==> config.mk <==
export PLATFORM = sky130hd
export DESIGN_NAME = fchpc_queue
export DESIGN_NICKNAME = d
export VERILOG_FILES = /design/src/sv/fchpc_pkg.sv /design/src/sv/fchpc_queue.sv
export SDC_FILE = /design/constraint.sdc
export NUM_CORES = 1
export LEC_CHECK = 0
export BUFFER_PORTS_ARGS = -buffer_cell sky130_fd_sc_hd__clkbuf_2
export CAP_MARGIN = 10
export CORE_ASPECT_RATIO = 2
export CORE_MARGIN = 4
export CORE_UTILIZATION = 46
export DETAILED_ROUTE_END_ITERATION = 10
export PLACE_DENSITY = 0.79
export SYNTH_ARGS = -nofsm -noshare
export SYNTH_HDL_FRONTEND = slang
export SYNTH_SLANG_ARGS = --single-unit
==> constraint.sdc <==
create_clock -name clock -period 4.8 [get_ports clock]
set_clock_uncertainty 0.15 [all_clocks]
set_input_delay 0.48 -clock clock [delete_from_list [all_inputs] [get_ports clock]]
set_output_delay 0.48 -clock clock [all_outputs]
set_load 0.05 [all_outputs]
==> src/sv/fchpc_pkg.sv <==
// shared types and constants for the fridge cool/heat predictive controller
`default_nettype none
package fchpc_pkg;

   // mode codes
   localparam logic [1:0] MODE_IDLE = 2'd0;
   localparam logic [1:0] MODE_COOL = 2'd1;
   localparam logic [1:0] MODE_HEAT = 2'd2;

   // register indexes
   localparam logic [2:0] CSR_IDLE_BAND       = 3'd0;
   localparam logic [2:0] CSR_PEAK_TOLERANCE  = 3'd1;
   localparam logic [2:0] CSR_COOL_MIN_ON_S   = 3'd2;
   localparam logic [2:0] CSR_COOL_MAX_ON_S   = 3'd3;
   localparam logic [2:0] CSR_COOL_MIN_OFF_S  = 3'd4;
   localparam logic [2:0] CSR_HEAT_MIN_OFF_S  = 3'd5;
   localparam logic [2:0] CSR_PEAK_MAX_WAIT_S = 3'd6;
   localparam logic [2:0] CSR_PEAK_MAX_TIME_S = 3'd7;

   // estimator constants, factor in units of 1/256000
   localparam logic [15:0] EST_RESET    = 16'd7680;
   localparam logic [15:0] EST_FLOOR    = 16'd13;
   localparam logic [18:0] FACTOR_ONE   = 19'd256000;
   localparam logic [22:0] FACTOR_MIN   = 23'd307200;
   localparam logic [22:0] FACTOR_MAX   = 23'd384000;
   localparam logic [4:0]  FACTOR_SLOPE = 5'd30;

   // reciprocals for the constant divides
   // x/1000   = ((x >> 3)  * RECIP_MS)   >> 36, for x below 2^32
   // x/3600   = ((x >> 4)  * RECIP_HOUR) >> 36, for x below 2^32
   // x/256000 = ((x >> 11) * RECIP_ONE)  >> 31, for x below 2^35
   localparam logic [29:0] RECIP_MS   = 30'd549755814;
   localparam logic [28:0] RECIP_HOUR = 29'd305419897;
   localparam logic [24:0] RECIP_ONE  = 25'd17179870;

   // divider widths
   localparam int DIV_W = 34;
   localparam int DVS_W = 19;

   typedef struct packed {
      logic [31:0] now_ms;
      logic [15:0] filtered_temp;
      logic [15:0] cool_target;
      logic        peak_seen;
      logic [23:0] heat_duty_ms;
      logic        heat_window_done;
   } req_type;

   typedef struct packed {
      logic        cool_relay;
      logic        heat_relay;
      logic [1:0]  current_mode;
      logic        waiting_for_peak;
      logic [15:0] overshoot_rate;
      logic        estimator_saved;
   } rsp_type;

   typedef struct packed {
      logic [11:0] idle_band;
      logic [11:0] peak_tolerance;
      logic [15:0] cool_min_on_s;
      logic [15:0] cool_max_on_s;
      logic [15:0] cool_min_off_s;
      logic [15:0] heat_min_off_s;
      logic [15:0] peak_max_wait_s;
      logic [15:0] peak_max_time_s;
   } cfg_type;

   // classified request as it sits in the queue
   typedef struct packed {
      req_type     item;
      logic        gt_hi;
      logic        lt_lo;
      logic [16:0] lo;
   } work_type;

endpackage
`default_nettype wire

==> src/sv/fchpc_queue.sv <==
// two-entry queue between front and back
`default_nettype none
module fchpc_queue (
   input  wire                      clock,
   input  wire                      reset,
   input  wire                      push,
   input  wire fchpc_pkg::work_type push_data,
   output logic                     full,
   input  wire                      pop,
   output fchpc_pkg::work_type      pop_data,
   output logic                     empty
);
   import fchpc_pkg::*;

   work_type   slot_ff [2];
   logic       wr_ptr_ff;
   logic       wr_ptr_in;
   logic       rd_ptr_ff;
   logic       rd_ptr_in;
   logic [1:0] count_ff;
   logic [1:0] count_in;

   assign full     = count_ff == 2'd2;
   assign empty    = count_ff == 2'd0;
   assign pop_data = slot_ff[rd_ptr_ff];

   // pointer and fill count
   always_comb begin
      wr_ptr_in = wr_ptr_ff ^ push;
      rd_ptr_in = rd_ptr_ff ^ pop;
      count_in  = count_ff + {1'b0, push} - {1'b0, pop};
   end

   always_ff @(posedge clock) begin
      if (reset) begin
         wr_ptr_ff <= 1'b0;
         rd_ptr_ff <= 1'b0;
         count_ff  <= 2'd0;
      end else begin
         wr_ptr_ff <= wr_ptr_in;
         rd_ptr_ff <= rd_ptr_in;
         count_ff  <= count_in;
      end
   end

   // entry storage
   always_ff @(posedge clock) begin
      if (push) begin
         slot_ff[wr_ptr_ff] <= push_data;
      end
   end

endmodule
`default_nettype wire

==> metrics.cfg <==
[outcome]
run_status = completed

[critical_path]
critPathBufInv = 2
crit_path_max_incr_delay_ps = 770
crit_family = buffers and inverters
start_kind = register
r2r_end = slot_ff[0][108]
cpMaxStageDelayCell = buf_4
r2r_start = wr_ptr_ff
rrSetupSlack_ps = 2600
worst-setup-path-type = register to output pin
arrival_ps = 2480
reg2reg_depth = 3
cp_max_fo = 52
crit_path_end_kind = output pin
path_cells = buf_4 -> mux2_2 -> clkbuf_2
required_ps = 4170

[synthesis]
yosys.area_share.simple_pct = 0.321
synth_compound_area_share_pct = 0
synthXorXnorAreaFrac_pct = 0.365
yosys.area_share.adder_pct = 0.584
ys_types = 13
ys_warn_count = 0
muxShareOfSynthArea_pct = 18.7
yosysSeqAreaShare_pct = 77.4
synth_cells = 358
synth_top_family_by_area = multiplexers
synthesis.area_sq_um = 8570
synth_nets = 475
synth_seq_cells = 222
synth_area_per_cell_sq_um = 23.9

[clocking]
cts_buffers = 21
cts_htree_levels = 1
clock_sinks = 222
cts_tree = done
clkLatencyLatePin_ps = 490
clock_path_buffers = 3
clk_pin_slew_worst_paths_ps = 60
cts_root_buffer = clkbuf_16

[pwr]
internal-power_mw = 3.42
switching_share_pct = 27.4
combPwrFrac_pct = 18.4
vdd_ir_drop_max_mv = 0.353
seqPwrFrac_pct = 48.9
report.power.total_mw = 4.71
power_leakage_nw = 4.22
p_clk_share_pct = 32.7
p_switching_mw = 1.29
p_per_area_nw_per_um2 = 450

[timing]
fin_tns_setup_ps = 0
finalMaxSlewViolations = 0
setup_slack_ps = 1690
slew_headroom_pct = 30.3
rsz0062_at_grt = no
hold_ws_ps = 22.9
hold_violations = 0
worstMarginPinSlew_ps = 1050
min_period_ps = 3110
setup_violations = 0
fmax_mhz = 322
fin_crit_sh_pct = 64.7

[final_layout]
areaGrowthSynthToFinish_pct = 22.4
fin_cells = 833
seqCellArea_sq_um = 6630
layout.nets = 717
fill_cells = 1379
drive_above_1_share_pct = 61.0
multi_input_area_sq_um = 1740

[grt]
use_met2_pct = 30.0
grt_pass1_vias = 4573
grt_overflow = 0
grt_max_degree = 74
grt_use_met3_pct = 4.12
antenna_found_initial = 5
use_met1_pct = 14.4
grt_pass1_wl_mm = 25.0
grt_usage_pct = 15.3
busiest_layer = met2

[route]
ant_nets = 0
vias_per_cell = 4.98
dr.pass1.iters = 4
num_vias = 4148
route.detailed.drc = 0
drt_iter0_markers = 175
routedWlPerCell_microns = 19.8
totalWireLength_mm = 16.5

[floorplanning]
initial_core_util_pct = 46.8
die_h_microns = 201
row_count = 70
core-area_sq_um = 18300
die_x_microns = 104
io_pins = 224
design.die.area_sq_um = 21000

[hold_path]
min_path_type = primary input to register
hp-start = push_data[34]
hold-path-endpoint = slot_ff[1][34]
holdPathStages = 1

[place]
post-dp-hpwl_mm = 11.7
dp_slack_ps = 2140
portBuffers = 223
placed_cells = 792
gp_congestion = 0.718

[run]
max_cap_viol_count = 0

[cells by family (layout without fill, tap and decap cells)]
family	Yosys count	count (layout)
xor+xnor	2	2
flops	222	222
fa+ha+maj	4	4
other cells	0	2
mux	109	109
simple gates	6	6
buf+inv	15	272
[cell usage after synthesis]
cell | instances | area, sq um
xnor2_1 | 1 | 8.76
edfxtp_1 | 218 | 6550
xnor3_1 | 1 | 22.5
dfxtp_1 | 4 | 80.1
inv_1 | 3 | 11.3
nor2_1 | 4 | 15.0
buf_2 | 1 | 5.00
buf_6 | 1 | 11.3
ha_1 | 4 | 50.1
buf_12 | 10 | 200
nor2b_1 | 2 | 12.5
mux2_2 | 9 | 101
mux2_4 | 100 | 1500
[metal layers]
| metal | wire, microns | vias to the layer above |
|---|---|---|
| met5 | 34 | - |
| met4 | 611 | 6 |
| met3 | 1120 | 44 |
| met2 | 9510 | 169 |
| met1 | 5240 | 2026 |
| li1 | - | 1903 |
[worst register-to-register path, stage by stage, from the launching register on]
cell and delay (ps):
dfxtp_1 330, inv_1 90, ha_4 780, buf_4 510
[layout by cell type (no fill, tap or decap), drive strengths merged]
master	n
buf	7
ha	4
nor2b	2
xnor2	1
xnor3	1
edfxtp	218
clkbuf	247
bufinv	1
diode	2
inv	4
mux2	109
clkinvlp	2
clkinv	10
dfxtp	4
dlygate4sd3	1
nor2	4
[sequential cells by signal (all words and copies together) (netlist names)]
| register | count |
|---|---|
| count_ff | 2 |
| rd_ptr_ff | 1 |
| slot_ff | 218 |
| wr_ptr_ff | 1 |
[worst max-delay path by stage]
stage          slack, ps             to  depth (start not counted)       from
2_1_floorplan       1120  slot_ff[0][0]                          1       push
3_3_place_gp        2180  pop_data[105]                          3  rd_ptr_ff
3_5_place_dp        2140  pop_data[106]                          3  rd_ptr_ff
4_1_cts             1630  pop_data[106]                          3  rd_ptr_ff
5_1_grt             1550  pop_data[105]                          3  rd_ptr_ff
6_report            1690  pop_data[106]                          3  rd_ptr_ff
[area by class of cell]
type / count / share of cell area, %
flip-flops and latches: 222 / 63.2
well taps: 216 / 2.58
diodes: 2 / 0.0477
inverters: 3 / 0.107
multi-input cells: 121 / 16.6
clock buffers: 24 / 5.22
clock inverters: 14 / 0.991
repair buffers: 231 / 11.2
[metrics by stage]
stage / utilization (%) / instance area, sq um
after floorplan: - / 8570
after detailed placement: 53.6 / 9820
after CTS: 57.2 / 10500
after global routing: 57.3 / 10500
final: 57.3 / 10500
after global placement: 53.6 / 9820
[power groups by stage]
stage	sequential, mW	clock [mW]	combinational (mW)
2_1_floorplan	2.34	0	0.708
3_3_place_gp	2.34	0	0.862
3_5_place_dp	2.35	0	0.877
4_1_cts	2.31	1.59	0.879
5_1_grt	2.31	1.67	0.908
6_report	2.30	1.54	0.868
[what timing repair did]
item | in CTS | in global routing
hold buffers | 0 | 1
resized for setup | 0 | 0
buffers inserted | 0 | 0
endpoints found under the hold margin | 0 | 2
Note: power is estimated with default switching activity, not from simulation.
