[src/sv/fchpc_pkg.sv]
// shared types and constants for the fridge cool/heat predictive controller
`default_nettype none
package fchpc_pkg;

   // mode codes
   localparam logic [1:0] MODE_IDLE = 2'd0;
   localparam logic [1:0] MODE_COOL = 2'd1;
   localparam logic [1:0] MODE_HEAT = 2'd2;

   // register indexes
   localparam logic [2:0] CSR_IDLE_BAND       = 3'd0;
   localparam logic [2:0] CSR_PEAK_TOLERANCE  = 3'd1;
   localparam logic [2:0] CSR_COOL_MIN_ON_S   = 3'd2;
   localparam logic [2:0] CSR_COOL_MAX_ON_S   = 3'd3;
   localparam logic [2:0] CSR_COOL_MIN_OFF_S  = 3'd4;
   localparam logic [2:0] CSR_HEAT_MIN_OFF_S  = 3'd5;
   localparam logic [2:0] CSR_PEAK_MAX_WAIT_S = 3'd6;
   localparam logic [2:0] CSR_PEAK_MAX_TIME_S = 3'd7;

   // estimator constants, factor in units of 1/256000
   localparam logic [15:0] EST_RESET    = 16'd7680;
   localparam logic [15:0] EST_FLOOR    = 16'd13;
   localparam logic [18:0] FACTOR_ONE   = 19'd256000;
   localparam logic [22:0] FACTOR_MIN   = 23'd307200;
   localparam logic [22:0] FACTOR_MAX   = 23'd384000;
   localparam logic [4:0]  FACTOR_SLOPE = 5'd30;

   // reciprocals for the constant divides
   // x/1000   = ((x >> 3)  * RECIP_MS)   >> 36, for x below 2^32
   // x/3600   = ((x >> 4)  * RECIP_HOUR) >> 36, for x below 2^32
   // x/256000 = ((x >> 11) * RECIP_ONE)  >> 31, for x below 2^35
   localparam logic [29:0] RECIP_MS   = 30'd549755814;
   localparam logic [28:0] RECIP_HOUR = 29'd305419897;
   localparam logic [24:0] RECIP_ONE  = 25'd17179870;

   // divider widths
   localparam int DIV_W = 34;
   localparam int DVS_W = 19;

   typedef struct packed {
      logic [31:0] now_ms;
      logic [15:0] filtered_temp;
      logic [15:0] cool_target;
      logic        peak_seen;
      logic [23:0] heat_duty_ms;
      logic        heat_window_done;
   } req_type;

   typedef struct packed {
      logic        cool_relay;
      logic        heat_relay;
      logic [1:0]  current_mode;
      logic        waiting_for_peak;
      logic [15:0] overshoot_rate;
      logic        estimator_saved;
   } rsp_type;

   typedef struct packed {
      logic [11:0] idle_band;
      logic [11:0] peak_tolerance;
      logic [15:0] cool_min_on_s;
      logic [15:0] cool_max_on_s;
      logic [15:0] cool_min_off_s;
      logic [15:0] heat_min_off_s;
      logic [15:0] peak_max_wait_s;
      logic [15:0] peak_max_time_s;
   } cfg_type;

   // classified request as it sits in the queue
   typedef struct packed {
      req_type     item;
      logic        gt_hi;
      logic        lt_lo;
      logic [16:0] lo;
   } work_type;

endpackage
`default_nettype wire

[src/sv/fchpc_front.sv]
// front end: accepts requests and classifies temperature against the band
`default_nettype none
module fchpc_front (
   input  wire                    req_valid,
   output logic                   req_stall,
   input  wire fchpc_pkg::req_type req_data,
   input  wire [11:0]             idle_band,
   input  wire                    q_full,
   output logic                   q_push,
   output fchpc_pkg::work_type    q_data
);
   import fchpc_pkg::*;

   logic signed [16:0] temp_x;
   logic signed [16:0] target_x;
   logic signed [16:0] band_x;
   logic signed [16:0] hi;
   logic signed [16:0] lo;

   // band limits around the target
   always_comb begin
      temp_x   = $signed({req_data.filtered_temp[15], req_data.filtered_temp});
      target_x = $signed({req_data.cool_target[15], req_data.cool_target});
      band_x   = $signed({5'b0, idle_band});
      hi       = target_x + band_x;
      lo       = target_x - band_x;
   end

   // handshake into the queue
   assign req_stall = q_full;
   assign q_push    = req_valid & ~q_full;

   always_comb begin
      q_data.item  = req_data;
      q_data.gt_hi = temp_x > hi;
      q_data.lt_lo = temp_x < lo;
      q_data.lo    = lo;
   end

endmodule
`default_nettype wire

[config.mk]
export PLATFORM = sky130hd
export DESIGN_NAME = fchpc_front
export DESIGN_NICKNAME = d
export VERILOG_FILES = /design/src/sv/fchpc_pkg.sv /design/src/sv/fchpc_front.sv
export SDC_FILE = /design/constraint.sdc
export NUM_CORES = 1
export LEC_CHECK = 0
export BUFFER_PORTS_ARGS = -buffer_cell sky130_fd_sc_hd__buf_2
export CORE_MARGIN = 2
export CORE_UTILIZATION = 34
export DETAILED_ROUTE_END_ITERATION = 8
export PLACE_DENSITY = 0.7
export SKIP_LAST_GASP = 1
export SLEW_MARGIN = 20
export SYNTH_ARGS = -nofsm -noshare
export SYNTH_HDL_FRONTEND = slang
export SYNTH_SLANG_ARGS = --single-unit
[constraint.sdc]
create_clock -name vclk -period 8.8
set_input_delay 0.44 -clock vclk [all_inputs]
set_output_delay 0.44 -clock vclk [all_outputs]
set_load 0.02 [all_outputs]
==> summary.txt <==
Yosys
  – Average instance area after synthesis: 7.75 um^2
  – Fraction of the yosys area taken by sequential cells: 0%
  – Parity-gate share of the synthesized area counting xor and xnor cells: between 10% and 20%
  – Post-synthesis compound-gate area fraction: 21.8%
  – Most common cell in the synthesized netlist: sky130_fd_sc_hd__buf_4
  – Post-Syn Instances: approximately 380
  – Biggest area consumer among synthesized cells: sky130_fd_sc_hd__ha_1
  – Area of the mapped netlist: 2940 um^2
  – Largest family of logic cells by synthesized area: buffers and inverters
  – Area fraction in and, or, nand and nor cells after synthesis: a little over a tenth
  – Mux cell area share after synthesis: 0%
  – Area share of the largest cell type after synthesis: 24.3%
  – Number of warnings issued by yosys: 0
  – Top area cells in the synthesized netlist: sky130_fd_sc_hd__ha_1 24%, sky130_fd_sc_hd__buf_4 23%, sky130_fd_sc_hd__xnor2_1 6.3%
  – Most frequent cells after synthesis: 92 x sky130_fd_sc_hd__buf_4, 57 x sky130_fd_sc_hd__ha_1, 36 x sky130_fd_sc_hd__inv_1
  – Net Count, Synth: ~540
  – Fraction of the mapped netlist area in adder cells: between 20% and 30%
  – Distinct cells, synth: between 50 and 60

Route
  – Post-detailed-route count of antenna-violating nets: 0
  – Number of DRC markers in iteration 0: 84
  – Routed wire length: between 6000 and 7000 um
  – Via count: around 2,400
  – DR pass1 iterations: 4
  – Detail-routed via count per cell: between 5 and 6
  – Residual DRC: 0
  – Per-cell routed wire length: approximately 14 um

Placement
  – Last weighted congestion value of the routability-driven placer: 0.846
  – Sum of net half-perimeters after detailed placement: between 5000 and 6000 um
  – Inst Count DP: 481
  – Buffers added on ports: 99

Finish
  – Final non-filler cell total: just under 500
  – Register Area: 0 um^2
  – Count of flip-flops and latches: 0
  – Layout overhead on the synthesized area: -5.70%
  – ANT cells: 0
  – Clock buffer cells: 0
  – Share of layout cells above drive strength 1: between 30% and 40%
  – Final layout net count: 541
  – Layout filler cell count: 894

Timing
  – Setup TNS after final layout: 0 ns
  – Post-route minimum period: ~4.1 ns
  – Tightest Pin Transition: 0.501 ns
  – Unrepaired setup endpoints after global routing: no
  – Share of the clock period used by the worst path: between 40 and 50%
  – Final hold viol count: 0
  – Max-slew headroom at the worst pin: about two thirds
  – Final setup violating endpoints: 0
  – Total count of max-transition violations in the final report: 0
  – Fmax: roughly 240 MHz

Worst setup path
  – CP Data Arrival Time: between 3 and 4 ns
  – Top fanout value on the critical path: 3
  – Worst setup path category: input port to primary output
  – Category of the worst setup path capture point: primary output
  – Kind of start point of the critical path: input port
  – Required arrival time at the worst endpoint: around 8.4 ns

CTS
  – Buffers inserted by post-CTS timing repair: 0
  – Count of hold-fix buffers inserted at cts: 0
  – Post-CTS sizing: 0

Global route
  – Initial antenna violation count: 0
  – GRT Overall Usage: 13.1%
  – Wire length of the first global-routing pass: 10,700 um
  – Pin count of the biggest net entering global routing: 16
  – Final global-route overflow total: 0
  – Vias in the first global route: about 2,400

Power
  – Worst vdd rail ir drop: 24.0 uV
  – Final Power: between 0.2 and 0.25 mW
  – Leakage power figure: ~1.5 nW
  – Pwr per Cell Area: approximately 90 nW/um^2

Floorplanning
  – Die extent in x: between 90 and 100 um
  – Height of the chip: around 97 um
  – Starting utilization of the core area: about 35%
  – Area of the die: 9400 um^2
  – Number of top-level design ports: 215
  – Standard cell core area: between 8000 and 9000 um^2
  – Num rows: 33

Hold path
  – Worst hold-check path type: input port to primary output

Run
  – MaxCap Viol Count: 0

Status
  – Status: completed
final cells by class:
| class | count | area (um^2) | share of cell area (%) |
|---|---|---|---|
| multi-input cells | 241 | 2010 | 72.5 |
| repair buffers | 99 | 495 | 17.9 |
| well taps | 105 | 131 | 4.74 |
| inverters | 36 | 135 | 4.88 |
final timing paths:
check,to,from,depth (start not counted),slack (ns)
max,q_data[18],req_data[26],17,4.71
min,q_data[103],req_data[84],0,0.88
kinds of logic after synthesis:
family / count (synthesis)
fa+ha+maj: 59
xor+xnor: 34
buf+inv: 138
compound gates: 87
simple gates: 61
critical path: stages:
cell and delay (ns):
sky130_fd_sc_hd__buf_2 0.10, sky130_fd_sc_hd__ha_1 0.16, sky130_fd_sc_hd__inv_1 0.06, sky130_fd_sc_hd__fa_1 0.41, sky130_fd_sc_hd__o21ba_2 0.24, sky130_fd_sc_hd__nor3_1 0.14, sky130_fd_sc_hd__o31ai_1 0.13, sky130_fd_sc_hd__a31oi_1 0.26
sky130_fd_sc_hd__o211ai_1 0.16, sky130_fd_sc_hd__xor2_1 0.17, sky130_fd_sc_hd__ha_1 0.30, sky130_fd_sc_hd__a21o_1 0.18, sky130_fd_sc_hd__a211oi_1 0.22, sky130_fd_sc_hd__o21ai_0 0.11, sky130_fd_sc_hd__a21o_1 0.17, sky130_fd_sc_hd__a31o_2 0.23
sky130_fd_sc_hd__buf_2 0.15
per-layer routing:
metal	track usage (%)	routed length [um]
met1	15.5	2870
met2	23.9	3090
met3	2.10	402
met4	4.44	213
met5	0	0
report_power, final:
part           internal (mW)  switching (mW)
Combinational          0.102           0.148
Sequential                 0               0
Clock                      0               0
stage by stage:
step / setup WS, ns / util, % / area, um^2 / hold WS, ns
2_1_floorplan: 5.17 / - / 2940 / 0.958
3_3_place_gp: 4.77 / 33.4 / 2770 / 0.880
3_5_place_dp: 4.75 / 33.4 / 2770 / 0.880
6_report: 4.71 / 33.4 / 2770 / 0.880
5_1_grt: 4.50 / 33.4 / 2770 / 0.880
4_1_cts: 4.74 / 33.4 / 2770 / 0.880
cells in the final DEF, fill, tap and decap left out, types with 2 or more instances in the layout:
master / instances
sky130_fd_sc_hd__fa_1: 2
sky130_fd_sc_hd__o211ai_1: 3
sky130_fd_sc_hd__o21a_1: 5
sky130_fd_sc_hd__inv_1: 36
sky130_fd_sc_hd__a31oi_1: 4
sky130_fd_sc_hd__nor2_1: 18
sky130_fd_sc_hd__o21bai_1: 2
sky130_fd_sc_hd__nand2b_1: 2
sky130_fd_sc_hd__a32o_1: 2
sky130_fd_sc_hd__o21ai_0: 14
sky130_fd_sc_hd__ha_1: 57
sky130_fd_sc_hd__a211oi_1: 3
sky130_fd_sc_hd__a21o_1: 11
sky130_fd_sc_hd__a211o_1: 2
sky130_fd_sc_hd__buf_2: 99
sky130_fd_sc_hd__a21oi_4: 2
sky130_fd_sc_hd__xor2_1: 13
sky130_fd_sc_hd__nand3_1: 8
sky130_fd_sc_hd__nand2_1: 8
sky130_fd_sc_hd__nor2b_1: 5
sky130_fd_sc_hd__a21oi_2: 3
sky130_fd_sc_hd__o21ba_2: 2
sky130_fd_sc_hd__a21oi_1: 18
sky130_fd_sc_hd__nor3_1: 4
sky130_fd_sc_hd__nand4_1: 7
sky130_fd_sc_hd__xnor2_1: 21
sky130_fd_sc_hd__o21ai_2: 2
sky130_fd_sc_hd__a221oi_1: 2
No activity file was read; power rests on OpenSTA's default activity.
