===== config.mk =====
export PLATFORM = sky130hd
export DESIGN_NAME = fchpc_back
export DESIGN_NICKNAME = d
export VERILOG_FILES = /design/src/sv/fchpc_pkg.sv /design/src/sv/fchpc_div.sv /design/src/sv/fchpc_back.sv
export SDC_FILE = /design/constraint.sdc
export NUM_CORES = 2
export LEC_CHECK = 0
export BUFFER_PORTS_ARGS = -buffer_cell sky130_fd_sc_hd__clkbuf_2
export CAP_MARGIN = 20
export CORE_UTILIZATION = 35
export DETAILED_ROUTE_END_ITERATION = 10
export RECOVER_POWER = 25
export SYNTH_ARGS = -nofsm -noshare
export SYNTH_HDL_FRONTEND = slang
export SYNTH_SLANG_ARGS = --single-unit

===== constraint.sdc =====
create_clock -name clock -period 28.7 [get_ports clock]
set_input_delay 1.435 -clock clock [delete_from_list [all_inputs] [get_ports clock]]
set_output_delay 1.435 -clock clock [all_outputs]
set_load 0.005 [all_outputs]

===== src/sv/fchpc_pkg.sv =====
// shared types and constants for the fridge cool/heat predictive controller
`default_nettype none
package fchpc_pkg;

   // mode codes
   localparam logic [1:0] MODE_IDLE = 2'd0;
   localparam logic [1:0] MODE_COOL = 2'd1;
   localparam logic [1:0] MODE_HEAT = 2'd2;

   // register indexes
   localparam logic [2:0] CSR_IDLE_BAND       = 3'd0;
   localparam logic [2:0] CSR_PEAK_TOLERANCE  = 3'd1;
   localparam logic [2:0] CSR_COOL_MIN_ON_S   = 3'd2;
   localparam logic [2:0] CSR_COOL_MAX_ON_S   = 3'd3;
   localparam logic [2:0] CSR_COOL_MIN_OFF_S  = 3'd4;
   localparam logic [2:0] CSR_HEAT_MIN_OFF_S  = 3'd5;
   localparam logic [2:0] CSR_PEAK_MAX_WAIT_S = 3'd6;
   localparam logic [2:0] CSR_PEAK_MAX_TIME_S = 3'd7;

   // estimator constants, factor in units of 1/256000
   localparam logic [15:0] EST_RESET    = 16'd7680;
   localparam logic [15:0] EST_FLOOR    = 16'd13;
   localparam logic [18:0] FACTOR_ONE   = 19'd256000;
   localparam logic [22:0] FACTOR_MIN   = 23'd307200;
   localparam logic [22:0] FACTOR_MAX   = 23'd384000;
   localparam logic [4:0]  FACTOR_SLOPE = 5'd30;

   // reciprocals for the constant divides
   // x/1000   = ((x >> 3)  * RECIP_MS)   >> 36, for x below 2^32
   // x/3600   = ((x >> 4)  * RECIP_HOUR) >> 36, for x below 2^32
   // x/256000 = ((x >> 11) * RECIP_ONE)  >> 31, for x below 2^35
   localparam logic [29:0] RECIP_MS   = 30'd549755814;
   localparam logic [28:0] RECIP_HOUR = 29'd305419897;
   localparam logic [24:0] RECIP_ONE  = 25'd17179870;

   // divider widths
   localparam int DIV_W = 34;
   localparam int DVS_W = 19;

   typedef struct packed {
      logic [31:0] now_ms;
      logic [15:0] filtered_temp;
      logic [15:0] cool_target;
      logic        peak_seen;
      logic [23:0] heat_duty_ms;
      logic        heat_window_done;
   } req_type;

   typedef struct packed {
      logic        cool_relay;
      logic        heat_relay;
      logic [1:0]  current_mode;
      logic        waiting_for_peak;
      logic [15:0] overshoot_rate;
      logic        estimator_saved;
   } rsp_type;

   typedef struct packed {
      logic [11:0] idle_band;
      logic [11:0] peak_tolerance;
      logic [15:0] cool_min_on_s;
      logic [15:0] cool_max_on_s;
      logic [15:0] cool_min_off_s;
      logic [15:0] heat_min_off_s;
      logic [15:0] peak_max_wait_s;
      logic [15:0] peak_max_time_s;
   } cfg_type;

   // classified request as it sits in the queue
   typedef struct packed {
      req_type     item;
      logic        gt_hi;
      logic        lt_lo;
      logic [16:0] lo;
   } work_type;

endpackage
`default_nettype wire


===== src/sv/fchpc_div.sv =====
// restoring divider, one quotient bit per cycle
`default_nettype none
module fchpc_div (
   input  wire                         clock,
   input  wire                         reset,
   input  wire                         start,
   input  wire [fchpc_pkg::DIV_W-1:0]  dividend,
   input  wire [fchpc_pkg::DVS_W-1:0]  divisor,
   output logic                        done,
   output logic [fchpc_pkg::DIV_W-1:0] quotient
);
   import fchpc_pkg::*;

   logic [DVS_W-1:0] rem_ff;
   logic [DVS_W-1:0] rem_in;
   logic [DIV_W-1:0] quo_ff;
   logic [DIV_W-1:0] quo_in;
   logic [DVS_W-1:0] dvs_ff;
   logic [DVS_W-1:0] dvs_in;
   logic [5:0]       cnt_ff;
   logic [5:0]       cnt_in;
   logic             busy_ff;
   logic             busy_in;
   logic             done_ff;
   logic             done_in;
   logic [DVS_W:0]   trial;
   logic [DVS_W:0]   diff;
   logic             fits;

   assign done     = done_ff;
   assign quotient = quo_ff;

   // one shift and trial subtract a cycle
   always_comb begin
      trial   = {rem_ff, quo_ff[DIV_W-1]};
      diff    = trial - {1'b0, dvs_ff};
      fits    = trial >= {1'b0, dvs_ff};
      rem_in  = rem_ff;
      quo_in  = quo_ff;
      dvs_in  = dvs_ff;
      cnt_in  = cnt_ff;
      busy_in = busy_ff;
      done_in = 1'b0;
      if (start) begin
         rem_in  = '0;
         quo_in  = dividend;
         dvs_in  = divisor;
         cnt_in  = '0;
         busy_in = 1'b1;
      end else if (busy_ff) begin
         rem_in = fits ? diff[DVS_W-1:0] : trial[DVS_W-1:0];
         quo_in = {quo_ff[DIV_W-2:0], fits};
         cnt_in = cnt_ff + 6'd1;
         if (cnt_ff == 6'(DIV_W - 1)) begin
            busy_in = 1'b0;
            done_in = 1'b1;
         end
      end
   end

   always_ff @(posedge clock) begin
      if (reset) begin
         busy_ff <= 1'b0;
         done_ff <= 1'b0;
         cnt_ff  <= '0;
      end else begin
         busy_ff <= busy_in;
         done_ff <= done_in;
         cnt_ff  <= cnt_in;
      end
   end

   always_ff @(posedge clock) begin
      rem_ff <= rem_in;
      quo_ff <= quo_in;
      dvs_ff <= dvs_in;
   end

endmodule
`default_nettype wire


===== src/sv/fchpc_back.sv =====
// back end: mode sequencer, timing checks, overshoot prediction and retune
`default_nettype none
module fchpc_back (
   input  wire                      clock,
   input  wire                      reset,
   input  wire fchpc_pkg::cfg_type  cfg,
   input  wire fchpc_pkg::work_type q_data,
   input  wire                      q_empty,
   output logic                     q_pop,
   output logic                     rsp_valid,
   input  wire                      rsp_stall,
   output fchpc_pkg::rsp_type       rsp_data
);
   import fchpc_pkg::*;

   typedef enum logic [6:0] {
      ST_WAIT = 7'b0000001,
      ST_SEC  = 7'b0000010,
      ST_EVAL = 7'b0000100,
      ST_PRED = 7'b0001000,
      ST_STOP = 7'b0010000,
      ST_RET  = 7'b0100000,
      ST_DONE = 7'b1000000
   } state_type;

   state_type   state_ff, state_in;
   work_type    cur_ff, cur_in;
   logic [31:0] diff_ff, diff_in;
   logic [31:0] secs_ff, secs_in;
   logic [34:0] wide_ff, wide_in;
   logic [20:0] quo_ff, quo_in;
   logic [1:0]  mode_ff, mode_in;
   logic [1:0]  before_ff, before_in;
   logic [15:0] est_ff, est_in;
   logic [15:0] peak_ff, peak_in;
   logic [31:0] run_start_ff, run_start_in;
   logic [31:0] idle_start_ff, idle_start_in;
   logic        heater_ff, heater_in;
   logic        comp_ff, comp_in;
   logic        saved_ff, saved_in;
   logic        neg_ff, neg_in;
   logic        rsp_valid_ff, rsp_valid_in;
   rsp_type     rsp_data_ff, rsp_data_in;

   logic             div_start;
   logic [DIV_W-1:0] div_dividend;
   logic [DVS_W-1:0] div_divisor;
   logic             div_done;
   logic [DIV_W-1:0] div_quotient;

   logic [15:0]        run_t;
   logic signed [16:0] err;
   logic [16:0]        mag;
   logic [22:0]        fac_raw;
   logic [18:0]        fac;
   logic [34:0]        prod_up;
   logic [33:0]        prod_down;
   logic [31:0]        prod_pred;
   logic [58:0]        sec_prod;
   logic [56:0]        hour_prod;
   logic [48:0]        up_prod;
   logic [31:0]        run_ms;
   logic signed [33:0] pred;
   logic signed [33:0] lo_x;
   logic [15:0]        pred_sat;

   fchpc_div u_div (
      .clock    (clock),
      .reset    (reset),
      .start    (div_start),
      .dividend (div_dividend),
      .divisor  (div_divisor),
      .done     (div_done),
      .quotient (div_quotient)
   );

   assign rsp_valid = rsp_valid_ff;
   assign rsp_data  = rsp_data_ff;

   // datapath terms for prediction and retune
   always_comb begin
      run_t   = (secs_ff < {16'b0, cfg.peak_max_time_s}) ? secs_ff[15:0]
                                                        : cfg.peak_max_time_s;
      err     = $signed({peak_ff[15], peak_ff})
              - $signed({cur_ff.item.filtered_temp[15], cur_ff.item.filtered_temp});
      mag     = err[16] ? 17'(-err) : 17'(err);
      fac_raw = FACTOR_MIN + (23'(mag) * 23'(FACTOR_SLOPE));
      fac     = (fac_raw > FACTOR_MAX) ? FACTOR_MAX[18:0] : fac_raw[18:0];
      prod_up   = est_ff * fac;
      prod_down = est_ff * FACTOR_ONE;
      prod_pred = run_t * est_ff;
      // constant divides by reciprocal multiply
      sec_prod  = diff_ff[31:3] * RECIP_MS;
      hour_prod = wide_ff[31:4] * RECIP_HOUR;
      up_prod   = wide_ff[34:11] * RECIP_ONE;
      run_ms    = cur_ff.item.now_ms - run_start_ff;
      pred = $signed({{18{cur_ff.item.filtered_temp[15]}}, cur_ff.item.filtered_temp})
           - $signed({13'b0, quo_ff});
      lo_x = $signed({{17{cur_ff.lo[16]}}, cur_ff.lo});
      if (pred < -34'sd32768) begin
         pred_sat = 16'h8000;
      end else if (pred > 34'sd32767) begin
         pred_sat = 16'h7fff;
      end else begin
         pred_sat = pred[15:0];
      end
   end

   // sequencer
   always_comb begin
      state_in      = state_ff;
      cur_in        = cur_ff;
      diff_in       = diff_ff;
      secs_in       = secs_ff;
      wide_in       = wide_ff;
      quo_in        = quo_ff;
      mode_in       = mode_ff;
      before_in     = before_ff;
      est_in        = est_ff;
      peak_in       = peak_ff;
      run_start_in  = run_start_ff;
      idle_start_in = idle_start_ff;
      heater_in     = heater_ff;
      comp_in       = comp_ff;
      saved_in      = saved_ff;
      neg_in        = neg_ff;
      rsp_valid_in  = rsp_valid_ff & rsp_stall;
      rsp_data_in   = rsp_data_ff;
      q_pop         = 1'b0;
      div_start     = 1'b0;
      div_dividend  = '0;
      div_divisor   = '0;
      case (state_ff)
         ST_WAIT: begin
            if (!q_empty) begin
               q_pop    = 1'b1;
               cur_in   = q_data;
               saved_in = 1'b0;
               diff_in  = q_data.item.now_ms
                        - ((mode_ff == MODE_COOL) ? run_start_ff : idle_start_ff);
               state_in = ST_SEC;
            end
         end
         ST_SEC: begin
            // elapsed seconds
            secs_in  = {9'b0, sec_prod[58:36]};
            state_in = ST_EVAL;
         end
         ST_EVAL: begin
            state_in = ST_DONE;
            case (mode_ff)
               MODE_COOL: begin
                  if (secs_ff >= {16'b0, cfg.cool_min_on_s}) begin
                     if (cur_ff.lt_lo) begin
                        mode_in       = MODE_IDLE;
                        before_in     = MODE_IDLE;
                        comp_in       = 1'b0;
                        idle_start_in = cur_ff.item.now_ms;
                     end else begin
                        wide_in  = {3'b0, prod_pred};
                        state_in = ST_PRED;
                     end
                  end
               end
               MODE_HEAT: begin
                  if (run_ms < {8'b0, cur_ff.item.heat_duty_ms} && !heater_ff) begin
                     heater_in = 1'b1;
                  end else if (run_ms > {8'b0, cur_ff.item.heat_duty_ms} && heater_ff) begin
                     heater_in = 1'b0;
                  end
                  if (cur_ff.item.heat_window_done) begin
                     run_start_in = cur_ff.item.now_ms;
                  end
                  if (cur_ff.gt_hi) begin
                     mode_in       = MODE_IDLE;
                     before_in     = MODE_IDLE;
                     heater_in     = 1'b0;
                     idle_start_in = cur_ff.item.now_ms;
                  end
               end
               default: begin
                  mode_in = MODE_IDLE;
                  if (before_ff == MODE_IDLE) begin
                     if (cur_ff.gt_hi && secs_ff > {16'b0, cfg.cool_min_off_s}) begin
                        mode_in      = MODE_COOL;
                        comp_in      = 1'b1;
                        run_start_in = cur_ff.item.now_ms;
                     end else if (cur_ff.lt_lo
                                  && secs_ff > {16'b0, cfg.heat_min_off_s}) begin
                        mode_in      = MODE_HEAT;
                        run_start_in = cur_ff.item.now_ms;
                     end
                  end else if (before_ff == MODE_COOL) begin
                     if (cur_ff.item.peak_seen
                         || secs_ff >= {16'b0, cfg.peak_max_wait_s}) begin
                        before_in = MODE_IDLE;
                        if (mag > {5'b0, cfg.peak_tolerance}) begin
                           neg_in = err[16];
                           if (err[16]) begin
                              // decrease: divide by the variable factor
                              div_start    = 1'b1;
                              div_dividend = prod_down;
                              div_divisor  = fac;
                           end else begin
                              wide_in = prod_up;
                           end
                           state_in = ST_RET;
                        end
                     end
                  end
               end
            endcase
         end
         ST_PRED: begin
            // overshoot over the capped run time
            quo_in   = hour_prod[56:36];
            state_in = ST_STOP;
         end
         ST_STOP: begin
            state_in = ST_DONE;
            // prediction stop
            if (pred < lo_x) begin
               peak_in       = pred_sat;
               before_in     = MODE_COOL;
               mode_in       = MODE_IDLE;
               comp_in       = 1'b0;
               idle_start_in = cur_ff.item.now_ms;
            end
            // maximum run time stop wins
            if (secs_ff > {16'b0, cfg.cool_max_on_s}) begin
               mode_in       = MODE_IDLE;
               before_in     = MODE_IDLE;
               comp_in       = 1'b0;
               idle_start_in = cur_ff.item.now_ms;
            end
         end
         ST_RET: begin
            if (neg_ff) begin
               if (div_done) begin
                  state_in = ST_DONE;
                  saved_in = 1'b1;
                  est_in   = (div_quotient < {18'b0, EST_FLOOR}) ? EST_FLOOR
                                                                 : div_quotient[15:0];
               end
            end else begin
               state_in = ST_DONE;
               saved_in = 1'b1;
               est_in   = (up_prod[48:47] != 2'b00) ? 16'hffff : up_prod[46:31];
            end
         end
         ST_DONE: begin
            if (!rsp_valid_ff || !rsp_stall) begin
               rsp_valid_in                 = 1'b1;
               rsp_data_in.cool_relay       = comp_ff;
               rsp_data_in.heat_relay       = heater_ff;
               rsp_data_in.current_mode     = mode_ff;
               rsp_data_in.waiting_for_peak = (mode_ff == MODE_IDLE)
                                            && (before_ff == MODE_COOL);
               rsp_data_in.overshoot_rate   = est_ff;
               rsp_data_in.estimator_saved  = saved_ff;
               state_in                     = ST_WAIT;
            end
         end
         default: begin
            state_in = ST_WAIT;
         end
      endcase
   end

   always_ff @(posedge clock) begin
      if (reset) begin
         state_ff      <= ST_WAIT;
         mode_ff       <= MODE_IDLE;
         before_ff     <= MODE_IDLE;
         est_ff        <= EST_RESET;
         peak_ff       <= '0;
         run_start_ff  <= '0;
         idle_start_ff <= '0;
         heater_ff     <= 1'b0;
         comp_ff       <= 1'b0;
         saved_ff      <= 1'b0;
         rsp_valid_ff  <= 1'b0;
      end else begin
         state_ff      <= state_in;
         mode_ff       <= mode_in;
         before_ff     <= before_in;
         est_ff        <= est_in;
         peak_ff       <= peak_in;
         run_start_ff  <= run_start_in;
         idle_start_ff <= idle_start_in;
         heater_ff     <= heater_in;
         comp_ff       <= comp_in;
         saved_ff      <= saved_in;
         rsp_valid_ff  <= rsp_valid_in;
      end
   end

   always_ff @(posedge clock) begin
      cur_ff      <= cur_in;
      diff_ff     <= diff_in;
      secs_ff     <= secs_in;
      wide_ff     <= wide_in;
      quo_ff      <= quo_in;
      neg_ff      <= neg_in;
      rsp_data_ff <= rsp_data_in;
   end

   // compressor runs only in cool mode
   a_comp_mode: assert property (@(posedge clock) disable iff (reset)
      comp_ff |-> mode_ff == MODE_COOL)
      else $error("compressor on outside cool mode");

   // heater runs only in heat mode
   a_heat_mode: assert property (@(posedge clock) disable iff (reset)
      heater_ff |-> mode_ff == MODE_HEAT)
      else $error("heater on outside heat mode");

   // estimator never falls below its floor
   a_est_floor: assert property (@(posedge clock) disable iff (reset)
      est_ff >= EST_FLOOR)
      else $error("estimator below floor");

   // estimator changes only in the retune step
   a_est_change: assert property (@(posedge clock) disable iff (reset)
      (est_ff != est_in) |-> (state_ff == ST_RET))
      else $error("estimator changed outside retune");

endmodule
`default_nettype wire


==> summary.md <==
| Metric | Value |
|---|---|
| Status | `finished, violations left` |
| Failing checks | `capacitance limit, slew limit` |
| Critical path fanouts, max | `56` |
| Yosys cell types | `96` |
| I/O Pins | `257` |
| Count of input and output buffers | `228` |
| Multi-input combinational cell area | `60870 µm²` |
| Hold slack | `434.2 ps` |
| Starting Density | `35.30%` |
| Period Utilization, post-route | `55.26%` |
| Crit start category | `flop` |
| Grt total ovfl | `0` |
| Sequential share of the synthesized area | `13.72%` |
| DRT Wirelength | `227.0 mm` |
| Crit Path Class | `flop to flop` |
| Buf+Inv Stages, Crit Path | `9` |
| CP Capture Type | `flop` |
| Synthesized instance count | `8209` |
| CP delay by family, top | `adder cells` |
| Post-route met1 wirelength | `96.72 mm` |
| DR pass1 iterations | `5` |
| Final Hold Fails | `0` |
| Critical Path RT | `29120 ps` |
| First-pass GRT wire length | `355.1 mm` |
| Post-CTS Hold Fix Bufs | `0` |
| Max Fclk | `63.06 MHz` |
| Die W | `478.7 µm` |
| # resized after CTS | `0` |
| Final setup violation count | `0` |
| Residual DRC | `0` |
| Postcts setup bufs | `0` |
| Avg Cell Area, Syn | `9.689 µm²` |
| Top-area cell type share of the netlist area | `30.23%` |
| Most common cell on crit path | `fa_1` |
| CTS tree | `built` |
| Reg2reg path depth | `52` |
| Highest routed layer | `met5` |
| R2r setup slk | `12840 ps` |
| Dpl hpwl | `186.0 mm` |
| Fill count | `22.38k` |
| Met2 wire length | `108.0 mm` |
| Clk_lat worst skew | `710 ps` |
| Clock slew at the register clock pins of the worst setup and hold paths | `60 ps` |
| Clock Path Buffers | `3` |
| Dominant cell type by area after synthesis | `fa_1` |
| GRT Total Usage | `20.07%` |
| H-Tree Depth | `2` |
| Synthesized area | `79540 µm²` |
| Largest net degree at the start of global routing | `107` |
| Worst hold path class | `flop to flop` |
| CTS sink cnt | `409` |
| Layout cells sized above 1 | `5.435%` |
| CP endpoint | `wide_ff[34]` |
| Crit Reg-Reg Startpoint | `cur_ff[61]` |
| CTS Buf Count | `53` |
| Fin nets | `11.35k` |
| Setup TNS | `0 ps` |
| Via Count | `57.82k` |
| Die Height | `478.7 µm` |
| Critical R2R Capture | `wide_ff[34]` |
| Yosys warning count | `0` |
| Starting DRT DRC Count | `3476` |
| Post-synth EDFFs | `272` |
| Syn Nets | `11.12k` |
| Most frequent cell after synthesis | `inv_1` |
| Cell Rows | `174` |
| Worst relative slew slack | `-82.48%` |
| Commonest cells post-synth | `1908 x inv_1, 1480 x ha_1, 1201 x fa_1` |
| Max-slew violations | `553` |
| Core ar. | `225300 µm²` |
| Unrepaired setup endpoints after global routing | `false` |
| Min cycle time layout | `15860 ps` |
| P&R area growth vs syn | `8.540%` |
| DR WL/cell | `19.78 µm` |
| Root Buffer | `clkbuf_16` |
| Die area | `229200 µm²` |
| Vias per cell | `5.038` |
| Final Skew | `78.81 ps` |
| Post-synth ARST share | `0%` |
| Actual slew at the worst max-slew pin | `2737 ps` |
| Critical path launch point | `cur_ff[61]` |
| Yosys reg bits | `409` |
| Commonest register cell after synthesis | `edfxtp_1` |
| Slowest CP cell | `xnor2_1` |
| Crit path largest cell delay | `720 ps` |
| Antenna viol nets, final | `0` |
| Antenna violations before repair | `6` |
| # Max-Cap Violations | `17` |
| Routed met3 length | `11.92 mm` |
| Register Area | `10910 µm²` |
| Critical path arrival | `16280 ps` |
| CP Depth | `52` |
| Synth top area cells | `fa_1 30%, ha_1 23%, edfxtp_1 10%, inv_1 9.0%, dfxtp_1 3.4%` |
| Final Wtd Congestion | `0.9438` |
| Number of global-route vias before repair | `61.67k` |
-- cells by family (layout without fill, tap and decap cells) --
group | count (synthesis) | after routing | share of synthesized area [%]
muxes | 146 | 146 | 1.885
and+or+nand+nor | 1538 | 1538 | 9.168
DFF | 409 | 409 | 13.72
adders and majority gates | 2683 | 2683 | 53.53
xor gates and xnor gates | 246 | 246 | 2.728
AOI/OAI and AO/OA | 1106 | 1106 | 9.116
other | 0 | 2 | 0
buffers and inverters | 2081 | 2354 | 9.854
-- cell type report --
cell class	count	area share, %
Multi-Input combinational cell	5719	70.50
Sequential cell	409	12.64
Inverter	1916	8.332
Tap cell	2992	4.336
Timing Repair Buffer	339	2.170
Clock buffer	65	1.636
Clock inverter	34	0.3783
Antenna cell	2	0.005797
-- worst reg2reg max path: cells and delay by family (launching register included) --
family,cells,cell delay (ps)
XOR/XNOR,2,860
multiplexers,1,120
AO/OA/AOI/OAI,17,4130
adder cells (fa/ha/maj),13,5600
flip-flops,1,460
AND/OR/NAND/NOR,10,2760
buffers and inverters,9,1670
-- flip-flops by register name, summed over array words and instances (netlist names) --
name            flops
rsp_data           22
idle_start_ff      32
before_ff           1
u_div.done          1
est_ff             16
u_div.busy_ff       1
u_div.quotient     34
wide_ff            31
secs_ff            23
run_start_ff       32
peak_ff            16
rsp_valid           1
heater_ff           1
saved_ff            1
neg_ff              1
u_div.dvs_ff       18
u_div.cnt_ff        6
mode_ff             2
comp_ff             1
state_ff            7
quo_ff             21
diff_ff            29
u_div.rem_ff       19
cur_ff             93
-- cell usage in the layout, fill, tap and decap left out, types with 72 or more instances in the layout --
master,n
mux2i_1,122
clkbuf_1,72
clkbuf_2,182
o21ai_0,181
nand2b_1,111
a21oi_1,331
dfxtp_1,136
xnor2_1,154
fa_1,1201
ha_1,1480
buf_4,93
and2_1,90
nor2_1,415
edfxtp_1,272
nand3_1,101
inv_1,1907
nand2_1,485
a21o_1,135
xor2_1,91
-- stage by stage --
| stage | std cells | area (µm²) | utilization, % | setup slack (ps) |
|---|---|---|---|---|
| 2_1_floorplan | 8209 | 79540 | - | 15640 |
| 3_3_place_gp | 11370 | 84690 | 37.58 | 13180 |
| 3_5_place_dp | 11370 | 84720 | 37.60 | 12980 |
| 4_1_cts | 11470 | 86460 | 38.37 | 12920 |
| 5_1_grt | 11480 | 86330 | 38.31 | 11940 |
| 6_report | 11480 | 86330 | 38.31 | 12840 |
-- worst min path at each step --
stage,from,to,slack [ps],depth (start not counted)
final,comp_ff,rsp_data[21],430,0
after global routing,comp_ff,rsp_data[21],460,0
after CTS,comp_ff,rsp_data[21],440,0
after detailed placement,comp_ff,rsp_data[21],420,0
after global placement,comp_ff,rsp_data[21],420,0
after floorplan,comp_ff,rsp_data[21],400,0
-- metal layers --
layer | GRT usage [%] | vias up
li1 | - | 27130
met3 | 2.513 | 372
met1 | 25.64 | 28770
met5 | 0 | -
met4 | 8.102 | 2
met2 | 34.24 | 1552
Power is left out: the tool's default activity adds up to more than one toggle a clock period on the data nets, which glitch-free logic cannot reach.
